**config.mk**
```make
export PLATFORM = sky130hd
export DESIGN_NAME = amwsg_cfg_regs
export DESIGN_NICKNAME = d
export VERILOG_FILES = /design/src/sv/amwsg_pkg.sv /design/src/sv/amwsg_cfg_regs.sv
export SDC_FILE = /design/constraint.sdc
export NUM_CORES = 1
export LEC_CHECK = 0
export ABC_CLOCK_PERIOD_IN_PS = 1570
export BUFFER_PORTS_ARGS = -buffer_cell sky130_fd_sc_hd__buf_2
export CAP_MARGIN = 20
export CORE_MARGIN = 2
export CORE_UTILIZATION = 55
export CTS_BUF_LIST = sky130_fd_sc_hd__clkbuf_16
export CTS_CLUSTER_DIAMETER = 80
export DETAILED_ROUTE_END_ITERATION = 8
export GPL_ROUTABILITY_DRIVEN = 0
export PLACE_DENSITY = 0.83
export REMOVE_ABC_BUFFERS = 1
export SETUP_SLACK_MARGIN = 0.3
export SYNTH_ARGS = -nofsm -noshare
export SYNTH_HDL_FRONTEND = slang
export SYNTH_SLANG_ARGS = --single-unit
```
**constraint.sdc**
```tcl
create_clock -name clk -period 1.57 [get_ports clk]
set_input_delay 0.157 -clock clk [delete_from_list [all_inputs] [get_ports clk]]
set_output_delay 0.157 -clock clk [all_outputs]
set_load 0.01 [all_outputs]
```
**src/sv/amwsg_pkg.sv**
```systemverilog
// Package for the AM waveform sample generator: widths, fixed-point shifts,
// register indexes, the configuration struct and the quarter-wave cosine table.
// No dependencies; every other file of the block imports it.
package amwsg_pkg;

	// Sizing of the phase path and the sample table.
	localparam int PHASE_BITS      = 24;
	localparam int TABLE_ADDR_BITS = 10;
	localparam int SAMPLE_COUNT    = 199;

	// Field and register widths.
	localparam int INDEX_W    = 16;
	localparam int STEP_W     = 24;
	localparam int GAIN_W     = 16;
	localparam int CODE_W     = 16;
	localparam int CFG_IDX_W  = 3;
	localparam int CFG_DATA_W = 24;

	// Index reduction by reciprocal multiplication.
	localparam int RECIP_W = 32;
	localparam logic [RECIP_W-1:0] RECIP_MUL = RECIP_W'((64'd1 << RECIP_W) / SAMPLE_COUNT);
	localparam logic [INDEX_W:0] SAMPLE_COUNT_C = (INDEX_W+1)'(SAMPLE_COUNT);
	localparam int RAW_W = INDEX_W + 2;
	localparam logic [RAW_W-1:0] SAMPLE_COUNT_RAW = RAW_W'(SAMPLE_COUNT);

	// Cosine table, quarter wave, magnitudes 0..32767.
	localparam int COS_W        = 16;
	localparam int COS_MAG_W    = 15;
	localparam int QUARTER_BITS = TABLE_ADDR_BITS - 2;
	localparam int QUARTER      = 1 << QUARTER_BITS;
	localparam logic [QUARTER_BITS:0] QUARTER_C = (QUARTER_BITS+1)'(QUARTER);

	localparam longint unsigned ONE_Q30     = 64'd1073741824;
	localparam longint unsigned HALF_PI_Q30 = 64'd1686629713;
	localparam longint unsigned SERIES_DIV [5] = '{64'd132, 64'd90, 64'd56, 64'd30, 64'd12};

	typedef logic [COS_MAG_W-1:0] cos_mag_table_t [QUARTER+1];

	// Evaluated at elaboration only: truncated Taylor series in Q30, rounded to Q15.
	function automatic cos_mag_table_t build_cos_table();
		cos_mag_table_t tbl;
		longint unsigned th;
		longint unsigned x2;
		longint unsigned t;
		longint c;
		longint v;
		int r;
		int i;
		for (r = 0; r <= QUARTER; r++) begin
			th = (longint'(r) * HALF_PI_Q30) >> QUARTER_BITS;
			x2 = (th * th) >> 30;
			t = ONE_Q30;
			for (i = 0; i < 5; i++) begin
				t = ONE_Q30 - ((x2 * t) >> 30) / SERIES_DIV[i];
			end
			c = longint'(ONE_Q30) - longint'(((x2 * t) >> 30) / 2);
			if (c < 0) begin
				c = 0;
			end
			v = (c + 16384) >>> 15;
			if (v > 32767) begin
				v = 32767;
			end
			tbl[r] = COS_MAG_W'(v);
		end
		return tbl;
	endfunction

	localparam cos_mag_table_t COS_TABLE = build_cos_table();

	// Fixed-point datapath widths and shifts.
	localparam int PROD_W      = 32;
	localparam int MC_W        = 64;
	localparam int ONE_SHIFT   = 30;
	localparam int FLOOR_SHIFT = 20;
	localparam int HALF_SHIFT  = 25;
	localparam int DVD_SHIFT   = 26;
	localparam int DIVISOR_W   = GAIN_W + 1;
	localparam int NUM_W       = MC_W - FLOOR_SHIFT + 1;
	localparam int NUM_MAG_W   = NUM_W - 1;
	localparam int HALF_W      = NUM_MAG_W / 2;
	localparam int PP_W        = (NUM_MAG_W - HALF_W) + CODE_W;
	localparam int X_W         = NUM_MAG_W + CODE_W;
	localparam int DVD_W       = X_W - DVD_SHIFT;

	// Pipeline depth: phase stages, mixer stages, one divider stage per
	// quotient bit, and the output register.
	localparam int PHASE_STAGES = 5;
	localparam int MIX_STAGES   = 7;
	localparam int LATENCY      = PHASE_STAGES + MIX_STAGES + DVD_W + 1;

	// Register indexes.
	typedef enum logic [CFG_IDX_W-1:0] {
		REG_CARRIER_STEP    = 3'd0,
		REG_MODULATING_STEP = 3'd1,
		REG_CARRIER_GAIN    = 3'd2,
		REG_MODULATING_GAIN = 3'd3,
		REG_CODE_LOW        = 3'd4,
		REG_CODE_HIGH       = 3'd5
	} reg_idx_t;

	localparam logic [STEP_W-1:0] RST_CARRIER_STEP    = 24'd838861;
	localparam logic [STEP_W-1:0] RST_MODULATING_STEP = 24'd83886;
	localparam logic [GAIN_W-1:0] RST_CARRIER_GAIN    = 16'd32768;
	localparam logic [GAIN_W-1:0] RST_MODULATING_GAIN = 16'd29491;
	localparam logic [CODE_W-1:0] RST_CODE_LOW        = 16'd11873;
	localparam logic [CODE_W-1:0] RST_CODE_HIGH       = 16'd43253;

	typedef struct packed {
		logic [STEP_W-1:0] carrier_step;
		logic [STEP_W-1:0] modulating_step;
		logic [GAIN_W-1:0] carrier_gain;
		logic [GAIN_W-1:0] modulating_gain;
		logic [CODE_W-1:0] code_low;
		logic [CODE_W-1:0] code_high;
	} cfg_t;

endpackage

```
**src/sv/amwsg_cfg_regs.sv**
```systemverilog
// Configuration register file of the AM waveform sample generator.
// Depends on amwsg_pkg for the register indexes, reset values and cfg_t.
module amwsg_cfg_regs import amwsg_pkg::*; (
	input  logic                  clk,
	input  logic                  arst_n,
	input  logic                  we,
	input  logic [CFG_IDX_W-1:0]  index,
	input  logic [CFG_DATA_W-1:0] data,
	output cfg_t                  cfg
);

	cfg_t cfg_q;

	always_ff @(posedge clk or negedge arst_n) begin
		if (!arst_n) begin
			cfg_q.carrier_step    <= RST_CARRIER_STEP;
			cfg_q.modulating_step <= RST_MODULATING_STEP;
			cfg_q.carrier_gain    <= RST_CARRIER_GAIN;
			cfg_q.modulating_gain <= RST_MODULATING_GAIN;
			cfg_q.code_low        <= RST_CODE_LOW;
			cfg_q.code_high       <= RST_CODE_HIGH;
		end else if (we) begin
			unique case (reg_idx_t'(index))
				REG_CARRIER_STEP:    cfg_q.carrier_step    <= data[STEP_W-1:0];
				REG_MODULATING_STEP: cfg_q.modulating_step <= data[STEP_W-1:0];
				REG_CARRIER_GAIN:    cfg_q.carrier_gain    <= data[GAIN_W-1:0];
				REG_MODULATING_GAIN: cfg_q.modulating_gain <= data[GAIN_W-1:0];
				REG_CODE_LOW:        cfg_q.code_low        <= data[CODE_W-1:0];
				REG_CODE_HIGH:       cfg_q.code_high       <= data[CODE_W-1:0];
				default: begin
				end
			endcase
		end
	end

	assign cfg = cfg_q;

endmodule

```
==> flow_summary.toml <==
[grt]
grt_pass1_wl_mm = 14.7
globalRouteMet3Util = 0.0455
antenna_found_initial = 0
first_global_vias = 2730
gr-usage-met1 = 0.298
grt-ovfl-total = 0
met2_usage = 0.356
grt.total_usage = 0.220
grt_max_degree = 39
grt_busiest_layer = "met2"

[finish]
multiInputGateArea_um2 = 1550
largest_reg_flops = 112
n_antenna_cell = 0
fin_util = 0.711
final_nets = 423
fill_cells = 577
final_common_cell = "buf_2"
seq_area_um2 = 2860
instances_no_fill = 503
drive_gt1_frac = 0.832
final_cell_mix = "buf_2 (140), dfrtp_1 (65), mux2_2 (59), mux2_4 (53), dfstp_2 (47)"
areaGrowthSynthToFinish_pct = 26.9

[pwr]
vdd_drop_max_uv = 758
power.density_nw_per_um2 = 1480
p_leak_nw = 2.75

[route]
num_vias = 2612
routedWlPerCell_um = 18.8
routed_wirelength_mm = 9.45
drtIter0Drc = 67
antenna_left = 0
vias_per_cell = 5.19
dr.pass1.iters = 4
route.detailed.drc = 0

[timing]
maxSlewViolCount = 0
period_needed_ns = 1.17
worstMarginPinSlew_ns = 0.525
holdWs_ns = 0.0558
fmax_ghz = 0.852
setup_viol_count_final = 0
period_share = 0.747
hold_violations = 0
relSlewSlack = 0.650
fin_worst_skew_ns = 0
rsz0062_at_grt = "false"

[floorplan]
start_util = 0.560
ios = 142
die_area_um2 = 8990
die_w_um = 94.8
die_h_um = 94.8
core_area_um2 = 8090
rows = 33

[cts]
cts_setup_buffers = 0
htree_levels = 3
clk_pin_slew_ns = 0.07
cts_tree = "done"
clock_latency_ns = 0.33
cts_buffer_depth = 2
numClockSinks = 112
cts-buffers-inserted = 9
cts_root_buf = "clkbuf_16"

[placed_design]
dp.cells = 486
hpwlAfterDp_mm = 6.37
io_buffer_count = 141

[synthesis]
synth_top_area_share = 0.359
seq_area_frac_synth = 0.631
synth-seq-cells = 112
ys_types = 10
yosys-top-cells-area = "dfrtp_1 (36%), dfstp_2 (27%), mux2_4 (18%)"
yosysTopAreaCell = "dfrtp_1"
avgSynthCellArea_um2 = 18.7
syn_inst = 242
yosys_warnings = 0
synth_area_um2 = 4540

[critical_path]
critPathArrivalTime_ns = 1.02
required_ns = 1.41
crit_chain = "buf_2"
cpPeakStageDelay_ns = 0.54
cp_num_buf_inv = 1
crit_slowest_cell = "dfstp_2"
critPathKind = "flop to primary output"
start_kind = "flop"
crit_fanout = 2
crit_path_end_kind = "primary output"
cp_top_family = "flip-flops"

[hold_path]
hold_class = "primary input to flop"

[run_status]
status = "completed"

[run]
drv_cap = 0
==> per-layer routing <==
| metal | part of all wire | wire [µm] | vias to the layer above |
|---|---|---|---|
| met5 | 0 | 0 | - |
| met3 | 0.054 | 512 | 9 |
| li1 | - | - | 1166 |
| met4 | 0.014 | 128 | 0 |
| met1 | 0.44 | 4150 | 1351 |
| met2 | 0.49 | 4660 | 86 |
==> what timing repair did <==
item,4_1_cts,5_1_grt
hold buffers,1,0
hold endpoints to repair,22,0
resized for setup,0,0
==> worst paths after layout <==
check	start	to	depth (start not counted)	slack, ns
worst max-delay path	cfg[98]	cfg[98]	1	0.40
worst min-delay path	data[19]	cfg[107]	2	0.06
worst min register to register	cfg[17]	cfg[17]	1	0.51
min in group asynchronous	arst_n	cfg[64]	2	0.35
max in group asynchronous	arst_n	cfg[37]	3	0.54
worst max register to register	cfg[28]	cfg[28]	1	0.78
==> synth_stat cells <==
cell	number
dfrtp_1	65
mux2_2	59
mux2_4	53
dfstp_2	47
buf_6	10
and4bb_2	2
buf_2	2
nand4b_2	2
and4bb_1	1
nor4b_4	1
==> report_power, final <==
group          internal [W]  switching (W)
Combinational       0.00113       0.000907
Sequential          0.00371       0.000351
Clock               0.00140        0.00103
==> logic make-up after synthesis <==
kind of cell / after synthesis / synth area share
multiplexers: 112 / 0.322
flip-flops: 112 / 0.631
buffers and inverters: 12 / 0.0270
AND/OR/NAND/NOR: 6 / 0.0201
==> final cells by class <==
class / instances / area share
flip-flops and latches: 112 / 0.497
multi-input cells: 118 / 0.270
repair buffers: 152 / 0.155
clock buffers: 9 / 0.0391
well taps: 105 / 0.0228
clock inverters: 7 / 0.0163
==> per-stage QoR <==
step	setup TNS [ns]	instance area, µm²	total power (W)	setup WS [ns]
finish	0	5760	0.00853	0.397
CTS	0	5760	0.00862	0.385
floorplan	-8.43	4410	0.00517	-0.409
global route	0	5760	0.00891	0.372
detailed placement	0	5430	0.00616	0.166
global placement	0	5430	0.00606	0.206
Power figures use the tool's default switching activity.
