`src/sv/amwsg_pkg.sv`:
```
// Package for the AM waveform sample generator: widths, fixed-point shifts,
// register indexes, the configuration struct and the quarter-wave cosine table.
// No dependencies; every other file of the block imports it.
package amwsg_pkg;

	// Sizing of the phase path and the sample table.
	localparam int PHASE_BITS      = 24;
	localparam int TABLE_ADDR_BITS = 10;
	localparam int SAMPLE_COUNT    = 199;

	// Field and register widths.
	localparam int INDEX_W    = 16;
	localparam int STEP_W     = 24;
	localparam int GAIN_W     = 16;
	localparam int CODE_W     = 16;
	localparam int CFG_IDX_W  = 3;
	localparam int CFG_DATA_W = 24;

	// Index reduction by reciprocal multiplication.
	localparam int RECIP_W = 32;
	localparam logic [RECIP_W-1:0] RECIP_MUL = RECIP_W'((64'd1 << RECIP_W) / SAMPLE_COUNT);
	localparam logic [INDEX_W:0] SAMPLE_COUNT_C = (INDEX_W+1)'(SAMPLE_COUNT);
	localparam int RAW_W = INDEX_W + 2;
	localparam logic [RAW_W-1:0] SAMPLE_COUNT_RAW = RAW_W'(SAMPLE_COUNT);

	// Cosine table, quarter wave, magnitudes 0..32767.
	localparam int COS_W        = 16;
	localparam int COS_MAG_W    = 15;
	localparam int QUARTER_BITS = TABLE_ADDR_BITS - 2;
	localparam int QUARTER      = 1 << QUARTER_BITS;
	localparam logic [QUARTER_BITS:0] QUARTER_C = (QUARTER_BITS+1)'(QUARTER);

	localparam longint unsigned ONE_Q30     = 64'd1073741824;
	localparam longint unsigned HALF_PI_Q30 = 64'd1686629713;
	localparam longint unsigned SERIES_DIV [5] = '{64'd132, 64'd90, 64'd56, 64'd30, 64'd12};

	typedef logic [COS_MAG_W-1:0] cos_mag_table_t [QUARTER+1];

	// Evaluated at elaboration only: truncated Taylor series in Q30, rounded to Q15.
	function automatic cos_mag_table_t build_cos_table();
		cos_mag_table_t tbl;
		longint unsigned th;
		longint unsigned x2;
		longint unsigned t;
		longint c;
		longint v;
		int r;
		int i;
		for (r = 0; r <= QUARTER; r++) begin
			th = (longint'(r) * HALF_PI_Q30) >> QUARTER_BITS;
			x2 = (th * th) >> 30;
			t = ONE_Q30;
			for (i = 0; i < 5; i++) begin
				t = ONE_Q30 - ((x2 * t) >> 30) / SERIES_DIV[i];
			end
			c = longint'(ONE_Q30) - longint'(((x2 * t) >> 30) / 2);
			if (c < 0) begin
				c = 0;
			end
			v = (c + 16384) >>> 15;
			if (v > 32767) begin
				v = 32767;
			end
			tbl[r] = COS_MAG_W'(v);
		end
		return tbl;
	endfunction

	localparam cos_mag_table_t COS_TABLE = build_cos_table();

	// Fixed-point datapath widths and shifts.
	localparam int PROD_W      = 32;
	localparam int MC_W        = 64;
	localparam int ONE_SHIFT   = 30;
	localparam int FLOOR_SHIFT = 20;
	localparam int HALF_SHIFT  = 25;
	localparam int DVD_SHIFT   = 26;
	localparam int DIVISOR_W   = GAIN_W + 1;
	localparam int NUM_W       = MC_W - FLOOR_SHIFT + 1;
	localparam int NUM_MAG_W   = NUM_W - 1;
	localparam int HALF_W      = NUM_MAG_W / 2;
	localparam int PP_W        = (NUM_MAG_W - HALF_W) + CODE_W;
	localparam int X_W         = NUM_MAG_W + CODE_W;
	localparam int DVD_W       = X_W - DVD_SHIFT;

	// Pipeline depth: phase stages, mixer stages, one divider stage per
	// quotient bit, and the output register.
	localparam int PHASE_STAGES = 5;
	localparam int MIX_STAGES   = 7;
	localparam int LATENCY      = PHASE_STAGES + MIX_STAGES + DVD_W + 1;

	// Register indexes.
	typedef enum logic [CFG_IDX_W-1:0] {
		REG_CARRIER_STEP    = 3'd0,
		REG_MODULATING_STEP = 3'd1,
		REG_CARRIER_GAIN    = 3'd2,
		REG_MODULATING_GAIN = 3'd3,
		REG_CODE_LOW        = 3'd4,
		REG_CODE_HIGH       = 3'd5
	} reg_idx_t;

	localparam logic [STEP_W-1:0] RST_CARRIER_STEP    = 24'd838861;
	localparam logic [STEP_W-1:0] RST_MODULATING_STEP = 24'd83886;
	localparam logic [GAIN_W-1:0] RST_CARRIER_GAIN    = 16'd32768;
	localparam logic [GAIN_W-1:0] RST_MODULATING_GAIN = 16'd29491;
	localparam logic [CODE_W-1:0] RST_CODE_LOW        = 16'd11873;
	localparam logic [CODE_W-1:0] RST_CODE_HIGH       = 16'd43253;

	typedef struct packed {
		logic [STEP_W-1:0] carrier_step;
		logic [STEP_W-1:0] modulating_step;
		logic [GAIN_W-1:0] carrier_gain;
		logic [GAIN_W-1:0] modulating_gain;
		logic [CODE_W-1:0] code_low;
		logic [CODE_W-1:0] code_high;
	} cfg_t;

endpackage

```
`src/sv/amwsg_div.sv`:
```
// Pipelined restoring divider, one quotient bit per stage, dividing the
// magnitude by the total gain. Uses amwsg_pkg for the widths.
module amwsg_div import amwsg_pkg::*; (
	input  logic                 clk,
	input  logic                 arst_n,
	input  logic [DIVISOR_W-1:0] divisor,
	input  logic                 in_vld,
	input  logic                 in_neg,
	input  logic [DVD_W-1:0]     in_dvd,
	output logic                 out_vld,
	output logic                 out_neg,
	output logic [DVD_W-1:0]     quo
);

	// Each stage holds its partial remainder and a word in which dividend
	// bits shift out at the top while quotient bits shift in at the bottom.
	logic                 vld_s  [DVD_W];
	logic                 neg_s  [DVD_W];
	logic [DIVISOR_W-1:0] rem_s  [DVD_W];
	logic [DVD_W-1:0]     work_s [DVD_W];

	for (genvar k = 0; k < DVD_W; k++) begin : g_stage
		logic                 vld_in;
		logic                 neg_in;
		logic [DIVISOR_W-1:0] rem_in;
		logic [DVD_W-1:0]     work_in;
		logic [DIVISOR_W:0]   trial;
		logic [DIVISOR_W:0]   diff;
		logic                 fits;

		if (k == 0) begin : g_first
			assign vld_in  = in_vld;
			assign neg_in  = in_neg;
			assign rem_in  = '0;
			assign work_in = in_dvd;
		end else begin : g_next
			assign vld_in  = vld_s[k-1];
			assign neg_in  = neg_s[k-1];
			assign rem_in  = rem_s[k-1];
			assign work_in = work_s[k-1];
		end

		assign trial = {rem_in, work_in[DVD_W-1]};
		assign diff  = trial - {1'b0, divisor};
		assign fits  = (trial >= {1'b0, divisor});

		always_ff @(posedge clk or negedge arst_n) begin
			if (!arst_n) begin
				vld_s[k] <= 1'b0;
			end else begin
				vld_s[k] <= vld_in;
			end
		end

		always_ff @(posedge clk) begin
			neg_s[k]  <= neg_in;
			rem_s[k]  <= fits ? diff[DIVISOR_W-1:0] : trial[DIVISOR_W-1:0];
			work_s[k] <= {work_in[DVD_W-2:0], fits};
		end
	end

	assign out_vld = vld_s[DVD_W-1];
	assign out_neg = neg_s[DVD_W-1];
	assign quo     = work_s[DVD_W-1];

endmodule

```
`config.mk`:
```
export PLATFORM = sky130hd
export DESIGN_NAME = amwsg_div
export DESIGN_NICKNAME = d
export VERILOG_FILES = /design/src/sv/amwsg_pkg.sv /design/src/sv/amwsg_div.sv
export SDC_FILE = /design/constraint.sdc
export NUM_CORES = 2
export LEC_CHECK = 0
export BUFFER_PORTS_ARGS = -buffer_cell sky130_fd_sc_hd__buf_2
export CORE_ASPECT_RATIO = 0.6
export CORE_UTILIZATION = 40
export CTS_BUF_LIST = sky130_fd_sc_hd__clkbuf_8
export DETAILED_ROUTE_END_ITERATION = 16
export PLACE_DENSITY = 0.51
export SLEW_MARGIN = 20
export SYNTH_ARGS = -nofsm -noshare
export SYNTH_HDL_FRONTEND = slang
export SYNTH_SLANG_ARGS = --single-unit
```
`constraint.sdc`:
```
create_clock -name clk -period 4.6 [get_ports clk]
set_input_delay 0.92 -clock clk [delete_from_list [all_inputs] [get_ports clk]]
set_output_delay 0.92 -clock clk [all_outputs]
set_load 0.1 [all_outputs]
```
==> out/results.txt <==
Final ANT Viol Nets - 0
worst-margin pin slew - 1.01 ns
Syn Std Cell Area - 65700 um^2
Site Rows - 114
core area - 162000 um^2
Design Area, Final - 75500 um^2
Final HPWL DP - 104000 um
largest net degree at the start of global routing - 46
H-Tree Depth - 5
Die Span X - 525 um
CTS max path bufs - 4
total power - 52.8 mW
nets - 7090
Slew HR - 32.6%
gr usage total - 17.4%
FF+latch count, synth - 1785
layout cell share with drive strength beyond 1 - 13.7%
worst endpoint required time - 5.35 ns
drt drc - 0
via count - 43.4k
Synth Area in Adders - 11.7%
cell count after synthesis - 6038
Final min period - 3.53 ns
commonest non-fill, non-tap cell in the layout - dfxtp_1
Final Hold Vio Count - 0
fmax - 0.284 GHz
Post CTS Setup Buffer Count - 0
Syn Nets - 6688
post-CTS resize count - 0
gr ovfl total - 0
drt pass-1 iters - 5
Post-synth EDFFs - 0
GPL Wtd Cong - 0.875
share of synthesized cell area in and, or, nand and nor gates - 8.56%
initial antenna violation count - 7
first-pass GRT wire length - 230000 um
Clock transition at path regs - 0.06 ns
FFs w/ async S/R, synth - 1.90%
flop2flop setup slack - 1.33 ns
count of final max-slew check failures - 0
Sink Count - 1785
skew final - 0.0699 ns
post-layout util - 46.6%
CP Data Arrival Time - 4.27 ns
Synth Warn # - 0
area share of the largest cell type after synthesis - 53.3%
multiplexer area fraction after synthesis - 3.33%
initial core utilization - 40.6%
Setup violations, final - 0
Avg Cell Area, Syn - 10.9 um^2
Die H - 316 um
post-placement cell area - 70200 um^2
post-DR vias/cell - 4.95
leakage power - 33.3 nW
final worst path period share - 76.6%
Die Area - 166000 um^2
Worst Path Max Fanout - 31
Syn-to-layout area delta - 14.8%
status - finished, final reports clean
vias in the first global route - 41.7k
most frequent cells in the layout - dfxtp_1, ha_1, a21oi_1
IO Port Bufs - 90
CP Capture Type - register
CTS Root Cell - clkbuf_8
xor/xnor share of the synthesized area - 5.92%
Hold-fix buffers, CTS - 0
post-synthesis sequential area ratio - 54.6%
First DRT Iteration DRCs - 2731
IO Count - 91
drt total wl - 146000 um
placed insts - 8312
Distinct cells, synth - 82
cell accounting for the most synthesized area - dfxtp_1
largest family of logic cells by synthesized area - compound AO/OA/AOI/OAI gates
max cap viols - 0
Worst Setup Start Kind - input port
Wirelength per Cell - 16.6 um
WS Path Type - input port to register
CTS tree - built
maximum vdd drop - 263 uV
Compound-Gate Fraction of Synth Area - 14.1%
hold crit path type - input port to asynchronous set/reset pin
most common flop cell mapped by yosys - dfxtp_1
Area contributors post-synth - dfxtp_1, ha_1, a21oi_1
cts bufs inserted - 272
later-pin clock latency in the skew report - 0.91 ns
RSZ-0062 raised after global routing - no
final non-filler cell total - 8770
pwr/cell area - 699 nW/um^2
worst paths after layout:
path                                                end  cells past startpoint                   start
max                                rem_s[22][4]$_DFF_P_                     14              divisor[0]
min                        g_stage[33].vld_in$_DFF_PN0_                      1                  arst_n
max reg2reg                       rem_s[25][15]$_DFF_P_                     13  work_s[24][33]$_DFF_P_
min reg2reg                      work_s[33][20]$_DFF_P_                      0  work_s[32][19]$_DFF_P_
max in group asynchronous   g_stage[1].vld_in$_DFF_PN0_                      1                  arst_n
min in group clk                   work_s[0][3]$_DFF_P_                      1               in_dvd[2]
per-stage QoR:
stage | TNS (ns) | hold slack (ns) | setup slack (ns)
after floorplan | -6.07 | 0.310 | -0.231
final | 0 | 0.0765 | 1.07
after CTS | 0 | 0.0152 | 1.16
after global placement | 0 | 0.310 | 0.259
after global routing | 0 | 0.0450 | 0.939
after detailed placement | 0 | 0.312 | 0.216
state kept, by name, indices dropped and copies added (netlist names):
register and flops:
work_s 1156, rem_s 561, neg_s 34, g_stage.vld_in 33, out_vld 1
worst max-delay path: stages:
cell and delay [ns]:
buf_2 0.39, buf_12 0.22, ha_1 0.18, inv_1 0.06, fa_2 0.41, a21oi_2 0.20
o221ai_2 0.14, a21oi_2 0.18, nor2_1 0.08, o31ai_2 0.31, a21oi_1 0.16, a2111oi_4 0.40
buf_12 0.23, mux2_4 0.32
where the power goes:
part           total, mW  internal, mW  switching [mW]
clock network       12.7          6.80            5.92
logic               19.3          8.69            10.7
registers           20.7          18.9            1.78
total               52.8          34.4            18.3
Yosys cell counts (92+ instances only):
cell type  number
nand2_1       399
dfxtp_1      1751
mux2_2        164
clkbuf_1       92
inv_1         190
xor2_1        185
a21oi_1       539
ha_1          563
o21ai_0       391
nor2_1        335
xnor2_1       259
a21o_1        200
layout make-up:
class | count | area, um^2
multi-input combinational | 3955 | 29000
timing repair buffer | 235 | 1850
clock buffer | 328 | 4510
antenna | 5 | 12.5
tap | 2146 | 2690
sequential | 1785 | 35900
clock inverter | 125 | 764
inverter | 191 | 721
fill | 15000 | 86600
layer usage:
layer  global-route usage [%]  wire length [um]  vias to the layer above
met5                        0                 0                        -
met4                     5.16              3180                        0
met3                     3.61              8760                      253
met2                     23.7             55000                      991
met1                     27.1             78900                    20000
li1                         -                 -                    22100
kinds of logic after synthesis:
logic type      Yosys count
xor+xnor                444
simple gates           1209
buf+inv                 298
mux                     190
compound gates         1517
fa+ha+maj               595
flops                  1785
No activity file was read; power rests on OpenSTA's default activity.
